==> config.mk <==
export PLATFORM = sky130hd
export DESIGN_NAME = permutation_distance_counter_unit
export DESIGN_NICKNAME = d
export VERILOG_FILES = /design/src/rtl/pdc_pkg.sv /design/src/rtl/permutation_distance_counter_unit.sv /design/src/rtl/pdc_cmp.sv
export VERILOG_INCLUDE_DIRS = /design/src /design/src/rtl
export SDC_FILE = /design/constraint.sdc
export NUM_CORES = 1
export LEC_CHECK = 0
export ABC_CLOCK_PERIOD_IN_PS = 6200
export BUFFER_PORTS_ARGS = -buffer_cell sky130_fd_sc_hd__buf_2
export CORE_ASPECT_RATIO = 1.4
export CORE_MARGIN = 5
export CORE_UTILIZATION = 45
export CTS_BUF_LIST = sky130_fd_sc_hd__clkbuf_16
export DETAILED_ROUTE_END_ITERATION = 6
export PLACE_DENSITY_LB_ADDON = 0.1
export SLEW_MARGIN = 0
export SYNTH_ARGS = -nofsm -noshare
export SYNTH_HDL_FRONTEND = slang
export SYNTH_SLANG_ARGS = --single-unit
==> constraint.sdc <==
create_clock -name i_clk -period 6.2 [get_ports i_clk]
set_input_delay 1.86 -clock i_clk [delete_from_list [all_inputs] [get_ports i_clk]]
set_output_delay 1.86 -clock i_clk [all_outputs]
set_load 0.01 [all_outputs]
==> src/rtl/permutation_distance_counter_unit_macros.svh <==
// Assertion helpers shared by the RTL that checks itself.
`ifndef PERMUTATION_DISTANCE_COUNTER_UNIT_MACROS_SVH
`define PERMUTATION_DISTANCE_COUNTER_UNIT_MACROS_SVH

// Same-cycle implication, sampled on i_clk, quiet during reset.
`define PDC_ASSERT_NOW(label, ante, cons, msg) \
    label: assert property (@(posedge i_clk) disable iff (!i_rst_n) (ante) |-> (cons)) \
        else $error(msg);

// Next-cycle implication, sampled on i_clk, quiet during reset.
`define PDC_ASSERT_NEXT(label, ante, cons, msg) \
    label: assert property (@(posedge i_clk) disable iff (!i_rst_n) (ante) |=> (cons)) \
        else $error(msg);

`endif

==> src/rtl/pdc_pkg.sv <==
package pdc_pkg;

    // Field widths
    localparam int CMD_W = 2;
    localparam int POS_W = 3;
    localparam int VAL_W = 8;
    localparam int LEN_W = 4;
    localparam int CNT_W = 16;

    // Command codes
    localparam logic [CMD_W-1:0] CMD_WR_START  = 2'd0;
    localparam logic [CMD_W-1:0] CMD_WR_TARGET = 2'd1;
    localparam logic [CMD_W-1:0] CMD_RUN       = 2'd2;

    localparam logic [LEN_W-1:0] LEN_RESET = 4'd8;
    localparam logic [CNT_W-1:0] CNT_MAX   = '1;

    // Result of the shared magnitude compare
    typedef struct packed {
        logic lt;
        logic eq;
    } t_cmp_res;

endpackage

==> src/rtl/permutation_distance_counter_unit.sv <==
// Permutation distance counter. Commands 0 and 1 write one start or target entry and
// never raise o_busy. Command 2 copies the start sequence into a working sequence and
// steps it through lexicographic next-permutation until it equals the target (count of
// permutations strictly between) or no ascent remains (count 0, found 0). A run keeps
// o_busy high through the copy, then for each permutation a load of the last entry, the
// ascent scan, the swap partner scan, the swap, a read, move and write-back step per
// swapped pair of the suffix reversal and the compare against the target; with fewer
// than two entries in use it answers without raising o_busy. The pace is set by the
// single read port of the working sequence and the one shared comparator. The result is
// a one-cycle beat on o_valid, rising as the block returns to idle, and is lost if not
// taken then: the receiver cannot stall the block.
module permutation_distance_counter_unit #(
    parameter int MAX_LEN = 8
) (
    input  logic                       i_clk,
    input  logic                       i_rst_n,
    input  logic                       i_cfg_we,
    input  logic [pdc_pkg::LEN_W-1:0]  i_cfg_wdata,
    input  logic                       i_start,
    output logic                       o_busy,
    input  logic [pdc_pkg::CMD_W-1:0]  i_cmd,
    input  logic [pdc_pkg::POS_W-1:0]  i_position,
    input  logic [pdc_pkg::VAL_W-1:0]  i_entry_value,
    output logic                       o_valid,
    output logic [pdc_pkg::CNT_W-1:0]  o_between_count,
    output logic                       o_target_found
);
    import pdc_pkg::*;

    `include "permutation_distance_counter_unit_macros.svh"

    localparam int IW = (MAX_LEN > 1) ? $clog2(MAX_LEN) : 1;
    localparam int LW = $clog2(MAX_LEN + 1);

    typedef enum logic [9:0] {
        S_IDLE  = 10'b0000000001,
        S_COPY  = 10'b0000000010,
        S_LOAD  = 10'b0000000100,
        S_SCANI = 10'b0000001000,
        S_SCANJ = 10'b0000010000,
        S_SWAP  = 10'b0000100000,
        S_REVRD = 10'b0001000000,
        S_REVMV = 10'b0010000000,
        S_REVWB = 10'b0100000000,
        S_CMP   = 10'b1000000000
    } t_state;

    t_state            r_state, n_state;
    logic [LEN_W-1:0]  r_len;
    logic [VAL_W-1:0]  r_st [MAX_LEN];
    logic [VAL_W-1:0]  r_tg [MAX_LEN];
    logic [VAL_W-1:0]  r_wk [MAX_LEN];
    logic [LW-1:0]     r_n;
    logic [IW-1:0]     r_idx, r_piv, r_lo, r_hi;
    logic [VAL_W-1:0]  r_hold, r_pivot, r_jval, r_tmp;
    logic [CNT_W-1:0]  r_count, r_res_count;
    logic              r_found, r_valid;

    logic              w_accept, w_pos_ok;
    logic [LW-1:0]     w_n_req;
    logic [IW-1:0]     w_last, w_rd_addr, w_lo_nx, w_hi_nx, w_piv_nx;
    logic [VAL_W-1:0]  w_rd, w_tg, w_cmp_a, w_cmp_b;
    t_cmp_res          w_cmp;
    logic              w_we;
    logic [IW-1:0]     w_waddr;
    logic [VAL_W-1:0]  w_wdata;

    assign w_accept = i_start && (r_state == S_IDLE);
    assign w_pos_ok = (32'(i_position) < MAX_LEN);
    assign o_busy   = (r_state != S_IDLE);

    // clamp the length register to 1..MAX_LEN
    always_comb begin
        if (r_len == '0) begin
            w_n_req = LW'(1);
        end else if (32'(r_len) > MAX_LEN) begin
            w_n_req = LW'(MAX_LEN);
        end else begin
            w_n_req = LW'(r_len);
        end
    end

    assign w_last   = IW'(r_n - 1'b1);
    assign w_lo_nx  = IW'(r_lo + 1'b1);
    assign w_hi_nx  = IW'(r_hi - 1'b1);
    assign w_piv_nx = IW'(r_piv + 1'b1);

    // single read port of the working sequence
    always_comb begin
        unique case (r_state)
            S_LOAD:  w_rd_addr = w_last;
            S_REVRD: w_rd_addr = r_lo;
            S_REVMV: w_rd_addr = r_hi;
            default: w_rd_addr = r_idx;
        endcase
    end
    assign w_rd = r_wk[w_rd_addr];
    assign w_tg = r_tg[r_idx];

    // operand select for the shared comparator
    always_comb begin
        unique case (r_state)
            S_SCANJ: begin
                w_cmp_a = r_pivot;
                w_cmp_b = w_rd;
            end
            S_CMP: begin
                w_cmp_a = w_rd;
                w_cmp_b = w_tg;
            end
            default: begin
                w_cmp_a = w_rd;
                w_cmp_b = r_hold;
            end
        endcase
    end

    pdc_cmp u_cmp (
        .i_a   (w_cmp_a),
        .i_b   (w_cmp_b),
        .o_res (w_cmp)
    );

    // single write port of the working sequence
    always_comb begin
        w_we    = 1'b0;
        w_waddr = r_idx;
        w_wdata = r_pivot;
        unique case (r_state)
            S_COPY: begin
                w_we    = 1'b1;
                w_wdata = r_st[r_idx];
            end
            S_SCANJ: begin
                w_we    = w_cmp.lt;
            end
            S_SWAP: begin
                w_we    = 1'b1;
                w_waddr = r_piv;
                w_wdata = r_jval;
            end
            S_REVMV: begin
                w_we    = 1'b1;
                w_waddr = r_lo;
                w_wdata = w_rd;
            end
            S_REVWB: begin
                w_we    = 1'b1;
                w_waddr = r_hi;
                w_wdata = r_tmp;
            end
            default: ;
        endcase
    end

    // sequencer
    always_comb begin
        n_state = r_state;
        unique case (r_state)
            S_IDLE: begin
                if (w_accept && (i_cmd == CMD_RUN) && (32'(w_n_req) >= 2)) begin
                    n_state = S_COPY;
                end
            end
            S_COPY: begin
                if (r_idx == w_last) n_state = S_LOAD;
            end
            S_LOAD: n_state = S_SCANI;
            S_SCANI: begin
                if (w_cmp.lt) begin
                    n_state = S_SCANJ;
                end else if (r_idx == '0) begin
                    n_state = S_IDLE;
                end
            end
            S_SCANJ: begin
                if (w_cmp.lt) n_state = S_SWAP;
            end
            S_SWAP:  n_state = (w_piv_nx < w_last) ? S_REVRD : S_CMP;
            S_REVRD: n_state = S_REVMV;
            S_REVMV: n_state = S_REVWB;
            S_REVWB: n_state = (w_lo_nx < w_hi_nx) ? S_REVRD : S_CMP;
            S_CMP: begin
                if (!w_cmp.eq) begin
                    n_state = S_LOAD;
                end else if (r_idx == w_last) begin
                    n_state = S_IDLE;
                end
            end
            default: n_state = S_IDLE;
        endcase
    end

    // storage writes
    always_ff @(posedge i_clk) begin
        if (w_we) r_wk[w_waddr] <= w_wdata;
        if (w_accept && w_pos_ok) begin
            if (i_cmd == CMD_WR_START)  r_st[IW'(i_position)] <= i_entry_value;
            if (i_cmd == CMD_WR_TARGET) r_tg[IW'(i_position)] <= i_entry_value;
        end
    end

    // control and datapath registers
    always_ff @(posedge i_clk) begin
        if (!i_rst_n) begin
            r_state <= S_IDLE;
            r_len   <= LEN_RESET;
            r_count <= '0;
            r_valid <= 1'b0;
        end else begin
            r_state <= n_state;
            r_valid <= 1'b0;
            if (i_cfg_we) r_len <= i_cfg_wdata;
            unique case (r_state)
                S_IDLE: begin
                    if (w_accept && (i_cmd == CMD_RUN)) begin
                        r_n     <= w_n_req;
                        r_count <= '0;
                        r_idx   <= '0;
                        if (32'(w_n_req) < 2) begin
                            r_valid     <= 1'b1;
                            r_res_count <= '0;
                            r_found     <= 1'b0;
                        end
                    end
                end
                S_COPY: begin
                    r_idx <= IW'(r_idx + 1'b1);
                end
                S_LOAD: begin
                    r_hold <= w_rd;
                    r_idx  <= IW'(w_last - 1'b1);
                end
                S_SCANI: begin
                    if (w_cmp.lt) begin
                        r_piv   <= r_idx;
                        r_pivot <= w_rd;
                        r_idx   <= w_last;
                    end else begin
                        r_hold <= w_rd;
                        if (r_idx == '0) begin
                            // last permutation reached
                            r_valid     <= 1'b1;
                            r_res_count <= '0;
                            r_found     <= 1'b0;
                        end else begin
                            r_idx <= IW'(r_idx - 1'b1);
                        end
                    end
                end
                S_SCANJ: begin
                    if (w_cmp.lt) begin
                        r_jval <= w_rd;
                    end else begin
                        r_idx <= IW'(r_idx - 1'b1);
                    end
                end
                S_SWAP: begin
                    r_lo  <= w_piv_nx;
                    r_hi  <= w_last;
                    r_idx <= '0;
                end
                S_REVRD: begin
                    r_tmp <= w_rd;
                end
                S_REVMV: ;
                S_REVWB: begin
                    r_lo  <= w_lo_nx;
                    r_hi  <= w_hi_nx;
                    r_idx <= '0;
                end
                S_CMP: begin
                    if (!w_cmp.eq) begin
                        if (r_count != CNT_MAX) r_count <= r_count + 1'b1;
                    end else if (r_idx == w_last) begin
                        r_valid     <= 1'b1;
                        r_res_count <= r_count;
                        r_found     <= 1'b1;
                    end else begin
                        r_idx <= IW'(r_idx + 1'b1);
                    end
                end
                default: ;
            endcase
        end
    end

    assign o_valid         = r_valid;
    assign o_between_count = r_res_count;
    assign o_target_found  = r_found;

    // checks
    `PDC_ASSERT_NOW(a_beat_when_idle, o_valid, r_state == S_IDLE, "result beat while running")
    `PDC_ASSERT_NOW(a_miss_is_zero, o_valid && !o_target_found, o_between_count == '0,
        "nonzero count without target")
    `PDC_ASSERT_NEXT(a_run_responds, w_accept && (i_cmd == CMD_RUN), o_busy || o_valid,
        "run command neither started nor answered")
    `PDC_ASSERT_NEXT(a_write_silent, w_accept && (i_cmd != CMD_RUN), !o_valid,
        "result beat after a non-run command")
    `PDC_ASSERT_NOW(a_partner_right, r_state == S_SCANJ, r_idx > r_piv,
        "swap partner scan passed the pivot")

endmodule

==> src/rtl/pdc_cmp.sv <==
module pdc_cmp (
    input  logic [pdc_pkg::VAL_W-1:0] i_a,
    input  logic [pdc_pkg::VAL_W-1:0] i_b,
    output pdc_pkg::t_cmp_res         o_res
);
    import pdc_pkg::*;

    logic [VAL_W:0] w_diff;

    // one subtractor gives both less-than (borrow) and equality
    assign w_diff    = {1'b0, i_a} - {1'b0, i_b};
    assign o_res.lt  = w_diff[VAL_W];
    assign o_res.eq  = (w_diff[VAL_W-1:0] == '0);

endmodule
==> flow_summary.html <==
<table>
<tr><th>Metric</th><th>Value</th></tr>
<tr><th colspan="2">STA</th></tr>
<tr><td>Unrepaired setup endpoints after global routing</td><td>no</td></tr>
<tr><td>Post-route setup TNS</td><td>0 ns</td></tr>
<tr><td>Count of final setup violators</td><td>0</td></tr>
<tr><td>Worst Skew</td><td>0.00898 ns</td></tr>
<tr><td>Clock period minus final worst setup slack</td><td>5.88 ns</td></tr>
<tr><td>Pin slew with the least headroom to its limit</td><td>1.17 ns</td></tr>
<tr><td>Final number of hold-violating endpoints</td><td>0</td></tr>
<tr><td>Minimum setup slack in the final design</td><td>0.319 ns</td></tr>
<tr><td>Highest attainable clock frequency</td><td>170 MHz</td></tr>
<tr><td>Worst slew slack as a fraction of its limit</td><td>21.6%</td></tr>
<tr><td>Crit share post-route</td><td>94.9%</td></tr>
<tr><td>Number of pins exceeding their max-slew limit in the final report</td><td>0</td></tr>
<tr><th colspan="2">Drt</th></tr>
<tr><td>Detailed router's first-iteration violation count</td><td>428</td></tr>
<tr><td>Total via count after detailed routing</td><td>7738</td></tr>
<tr><td>Remaining DRCs</td><td>0</td></tr>
<tr><td>Routed length per placed instance</td><td>22.3 um</td></tr>
<tr><td>Detailed-route vias per instance</td><td>5.76</td></tr>
<tr><td>Number of nets still failing antenna checks after routing</td><td>0</td></tr>
<tr><td>Number of iterations in the first detailed-routing pass</td><td>6</td></tr>
<tr><td>Total wire length</td><td>30000 um</td></tr>
<tr><th colspan="2">Setup path</th></tr>
<tr><td>Slowest-stage cell, CP</td><td>or4_4</td></tr>
<tr><td>Worst Path Max Fanout</td><td>17</td></tr>
<tr><td>Peak per-stage delay on the critical path</td><td>0.59 ns</td></tr>
<tr><td>Critical path class</td><td>reg -&gt; reg</td></tr>
<tr><td>Worst flop-to-flop path endpoint</td><td>o_target_found</td></tr>
<tr><td>Launching element type of the critical path</td><td>flop</td></tr>
<tr><td>Number of cell instances on the worst register-to-register path</td><td>19</td></tr>
<tr><td>Type of destination of the critical path</td><td>flop</td></tr>
<tr><td>Most frequent cell on the critical path</td><td>nand2_1</td></tr>
<tr><td>Worst EP arrival</td><td>6.12 ns</td></tr>
<tr><td>WP data required</td><td>6.44 ns</td></tr>
<tr><td>Beginning of the worst register-to-register path</td><td>r_state[9]</td></tr>
<tr><td>Worst path cell trace</td><td>or4_4 &gt; or3_4 &gt; and3_4 &gt; nor2b_4 &gt; buf_4 &gt; mux2i_1 &gt; mux4_2 &gt; inv_2 &gt; a221oi_2 &gt; ha_1 &gt; a211oi_1 &gt; o21ai_0 &gt; a21o_1 &gt; a221oi_2 &gt; nand2_1 &gt; nand2_1 &gt; nand2_1 &gt; nor2_1 &gt; buf_4</td></tr>
<tr><td>Worst setup slack for register-to-register paths</td><td>0.32 ns</td></tr>
<tr><th colspan="2">Power and ir drop</th></tr>
<tr><td>Max rail drop VDD</td><td>0.277 mV</td></tr>
<tr><td>Net switching fraction of the power</td><td>28.4%</td></tr>
<tr><td>Leakage power total</td><td>5.03 nW</td></tr>
<tr><td>Share of total power in sequential cells</td><td>44.2%</td></tr>
<tr><td>Cell-internal power</td><td>0.00369 W</td></tr>
<tr><td>Combinational share of power</td><td>23.0%</td></tr>
<tr><td>Fraction of power consumed by the clock network</td><td>32.8%</td></tr>
<tr><td>Switch Pwr</td><td>0.00146 W</td></tr>
<tr><td>Power per unit of standard cell area</td><td>355 mW/mm2</td></tr>
<tr><th colspan="2">Floorplan</th></tr>
<tr><td>Area of the core region</td><td>0.0283 mm2</td></tr>
<tr><td>Die ar.</td><td>0.0321 mm2</td></tr>
<tr><td>Die Span X</td><td>153 um</td></tr>
<tr><td>Number of top-level design ports</td><td>40</td></tr>
<tr><td>FP Rows</td><td>73</td></tr>
<tr><td>Starting density of the core</td><td>45.4%</td></tr>
<tr><td>Vert. Die Dim</td><td>210 um</td></tr>
<tr><th colspan="2">Hold path</th></tr>
<tr><td>Count of cells along the worst hold path</td><td>2</td></tr>
<tr><td>WHS Endpoint</td><td>r_count[13]</td></tr>
<tr><td>Hold Path Class</td><td>reg -&gt; reg</td></tr>
<tr><td>Worst min-delay path startpoint</td><td>r_count[13]</td></tr>
<tr><th colspan="2">Layout</th></tr>
<tr><td>Final design instance area without fill</td><td>0.0145 mm2</td></tr>
<tr><td>Ratio of cells with drive above 1 in the final layout</td><td>19.9%</td></tr>
<tr><td>Final Util</td><td>51.3%</td></tr>
<tr><td>Count of non-filler cells in the finished layout</td><td>1344</td></tr>
<tr><td>Layout overhead on the synthesized area</td><td>13.0%</td></tr>
<tr><td>Final layout net count</td><td>990</td></tr>
<tr><td># diodes</td><td>0</td></tr>
<tr><th colspan="2">Clocking</th></tr>
<tr><td>Worst-Skew Late Latency</td><td>0.55 ns</td></tr>
<tr><td>Clock tree from TritonCTS</td><td>yes</td></tr>
<tr><td>Reg clk slew, reported paths</td><td>0.07 ns</td></tr>
<tr><td>H-Tree Level Count</td><td>1</td></tr>
<tr><td>Number of buffers added by the clock tree synthesis step</td><td>28</td></tr>
<tr><td>TritonCTS sink count</td><td>290</td></tr>
<tr><td>Hold-fix buffers, CTS</td><td>0</td></tr>
<tr><td>Clock Tree Buf Depth</td><td>3</td></tr>
<tr><td>Clock root buffer</td><td>clkbuf_16</td></tr>
<tr><th colspan="2">Placed design</th></tr>
<tr><td>Total of buffers placed on input and output ports</td><td>39</td></tr>
<tr><td>Hpwl dp</td><td>21600 um</td></tr>
<tr><td>Placed inst area</td><td>0.0136 mm2</td></tr>
<tr><td>Worst slack, placed</td><td>0.153 ns</td></tr>
<tr><td>Routability congestion estimate</td><td>0.962</td></tr>
<tr><td>Total instance count after detailed placement</td><td>1292</td></tr>
<tr><th colspan="2">Global routing</th></tr>
<tr><td>Antenna violations before repair</td><td>0</td></tr>
<tr><td>Number of global-route vias before repair</td><td>8170</td></tr>
<tr><td>Remaining global-route overflow</td><td>0</td></tr>
<tr><td>Global-route wire length before repair</td><td>46900 um</td></tr>
<tr><td>Overall global routing resource usage</td><td>18.7%</td></tr>
<tr><td>Maximum number of pins on one net before global-route repair</td><td>25</td></tr>
<tr><th colspan="2">Yosys</th></tr>
<tr><td>Synthesis warning total</td><td>0</td></tr>
<tr><td>Post-synthesis cell count</td><td>878</td></tr>
<tr><td>Net Count, Synth</td><td>921</td></tr>
<tr><td>Largest cells by area after synthesis</td><td>edfxtp_1, mux4_2, dfxtp_1</td></tr>
<tr><td>Area share of the leading cell type in the synthesized netlist</td><td>59.8%</td></tr>
<tr><td>Netlist area before placement</td><td>0.0128 mm2</td></tr>
<tr><td>Share of flip-flops with an asynchronous set or reset</td><td>0%</td></tr>
<tr><td>Seq/Total Area, Yosys</td><td>65.1%</td></tr>
<tr><td>Distinct cell type count after synthesis</td><td>81</td></tr>
<tr><td>Average cell area after synthesis</td><td>14.6 um2</td></tr>
<tr><td>Total of flip-flops plus latches after synthesis</td><td>290</td></tr>
<tr><td>Prevailing post-synth register cell</td><td>edfxtp_1</td></tr>
<tr><td>Number of enable flip-flop cells after synthesis</td><td>256</td></tr>
<tr><td>Cell type contributing the most total cell area after synthesis</td><td>edfxtp_1</td></tr>
<tr><th colspan="2">Status</th></tr>
<tr><td>Run status</td><td>completed</td></tr>
<tr><th colspan="2">Run</th></tr>
<tr><td># Max-Cap Violations</td><td>0</td></tr>
</table>
state kept, by name (all words and copies together), names as in the netlist, 4 cells and up, named ones only:
name             cells
r_pivot              8
r_st                64
r_hold               8
r_tg                64
r_len                4
r_tmp                8
r_count             16
r_wk                64
o_between_count     16
r_jval               8
r_state             10
synth_stat cells (7+ instances only):
| cell | number |
|---|---|
| o211ai_1 | 12 |
| edfxtp_1 | 256 |
| dfxtp_1 | 34 |
| a222oi_1 | 8 |
| nand2_1 | 52 |
| nand4_1 | 7 |
| nor4_1 | 13 |
| ha_1 | 21 |
| xnor2_1 | 15 |
| nor2b_1 | 12 |
| nor2_1 | 82 |
| nand2b_1 | 9 |
| inv_1 | 19 |
| a21oi_1 | 22 |
| nor3_1 | 20 |
| clkbuf_1 | 19 |
| or3_1 | 8 |
| o21ai_0 | 19 |
| mux2_2 | 12 |
| and2_1 | 16 |
| a221oi_1 | 8 |
| mux2i_1 | 50 |
| nand3_1 | 18 |
| and3_1 | 9 |
| mux4_2 | 38 |
placed cells by master, fill, tap and decap left out, types with 22 or more instances in the layout:
master | synthesis | final
edfxtp_1 | 256 | 256
nor2_1 | 82 | 82
nand2_1 | 52 | 52
mux2i_1 | 50 | 50
buf_2 | 1 | 39
mux4_2 | 38 | 38
dfxtp_1 | 34 | 33
clkbuf_16 | 0 | 29
buf_4 | 0 | 29
a21oi_1 | 22 | 22
what timing repair did:
| item | in CTS | in global routing |
|---|---|---|
| buffers inserted | 0 | 0 |
| endpoints found under the setup margin | 0 | 27 |
| gates resized for setup | 0 | 3 |
cells by family after synthesis:
| logic type | Yosys count | synth area share, % |
|---|---|---|
| AOI/OAI and AO/OA | 121 | 7.11 |
| xor gates and xnor gates | 19 | 1.30 |
| adders and majority gates | 22 | 2.20 |
| buffers and inverters | 57 | 2.01 |
| DFF | 290 | 65.1 |
| muxes | 100 | 11.6 |
| and+or+nand+nor | 269 | 10.6 |
area by class of cell:
type | instances | area [um2]
Clock buffer | 29 | 726
Clock inverter | 23 | 194
Tap cell | 375 | 469
Inverter | 28 | 110
Fill cell | 2409 | 13800
Multi-Input combinational cell | 531 | 4240
Timing Repair Buffer | 68 | 413
Sequential cell | 290 | 8370
how the worst max path moves through the flow:
stage | endpoint | slack [ns] | cells past startpoint | start
after CTS | o_between_count[5] | 0.14 | 19 | r_state[9]
after floorplan | o_between_count[0] | 0.37 | 19 | r_state[9]
after global routing | o_target_found | 0.07 | 19 | r_state[3]
after detailed placement | o_between_count[5] | 0.15 | 19 | r_state[9]
final | o_target_found | 0.32 | 19 | r_state[9]
after global placement | o_between_count[2] | 0.32 | 19 | r_state[9]
stage by stage:
step	hold slack, ns	total power, W
6_report	0.509	0.00515
5_1_grt	0.559	0.00539
4_1_cts	0.503	0.00519
3_5_place_dp	0.492	0.00350
3_3_place_gp	0.481	0.00348
2_1_floorplan	0.460	0.00314
routing by layer:
| metal | GRT usage (%) | vias to the layer above | wire (um) |
|---|---|---|---|
| met5 | 0 | - | 0 |
| met2 | 35.0 | 253 | 16200 |
| met1 | 21.8 | 3833 | 11400 |
| met3 | 2.48 | 72 | 1390 |
| met4 | 7.01 | 0 | 1070 |
| li1 | - | 3580 | - |
worst max-delay path, delay by kind of cell (launching register included):
kind	cells	cell delay [ns]
fa+ha+maj	1	0.40
mux	2	0.69
buf+inv	3	0.73
simple gates	8	2.04
compound gates	5	1.35
flops	1	0.35
power groups by stage:
stage	registers [W]	clock network [W]	logic, W
floorplan	0.00229	0	0.000842
global placement	0.00232	0	0.00116
detailed placement	0.00232	0	0.00118
CTS	0.00228	0.00173	0.00118
global route	0.00229	0.00182	0.00129
finish	0.00228	0.00169	0.00118
No activity file was read; power rests on OpenSTA's default activity.
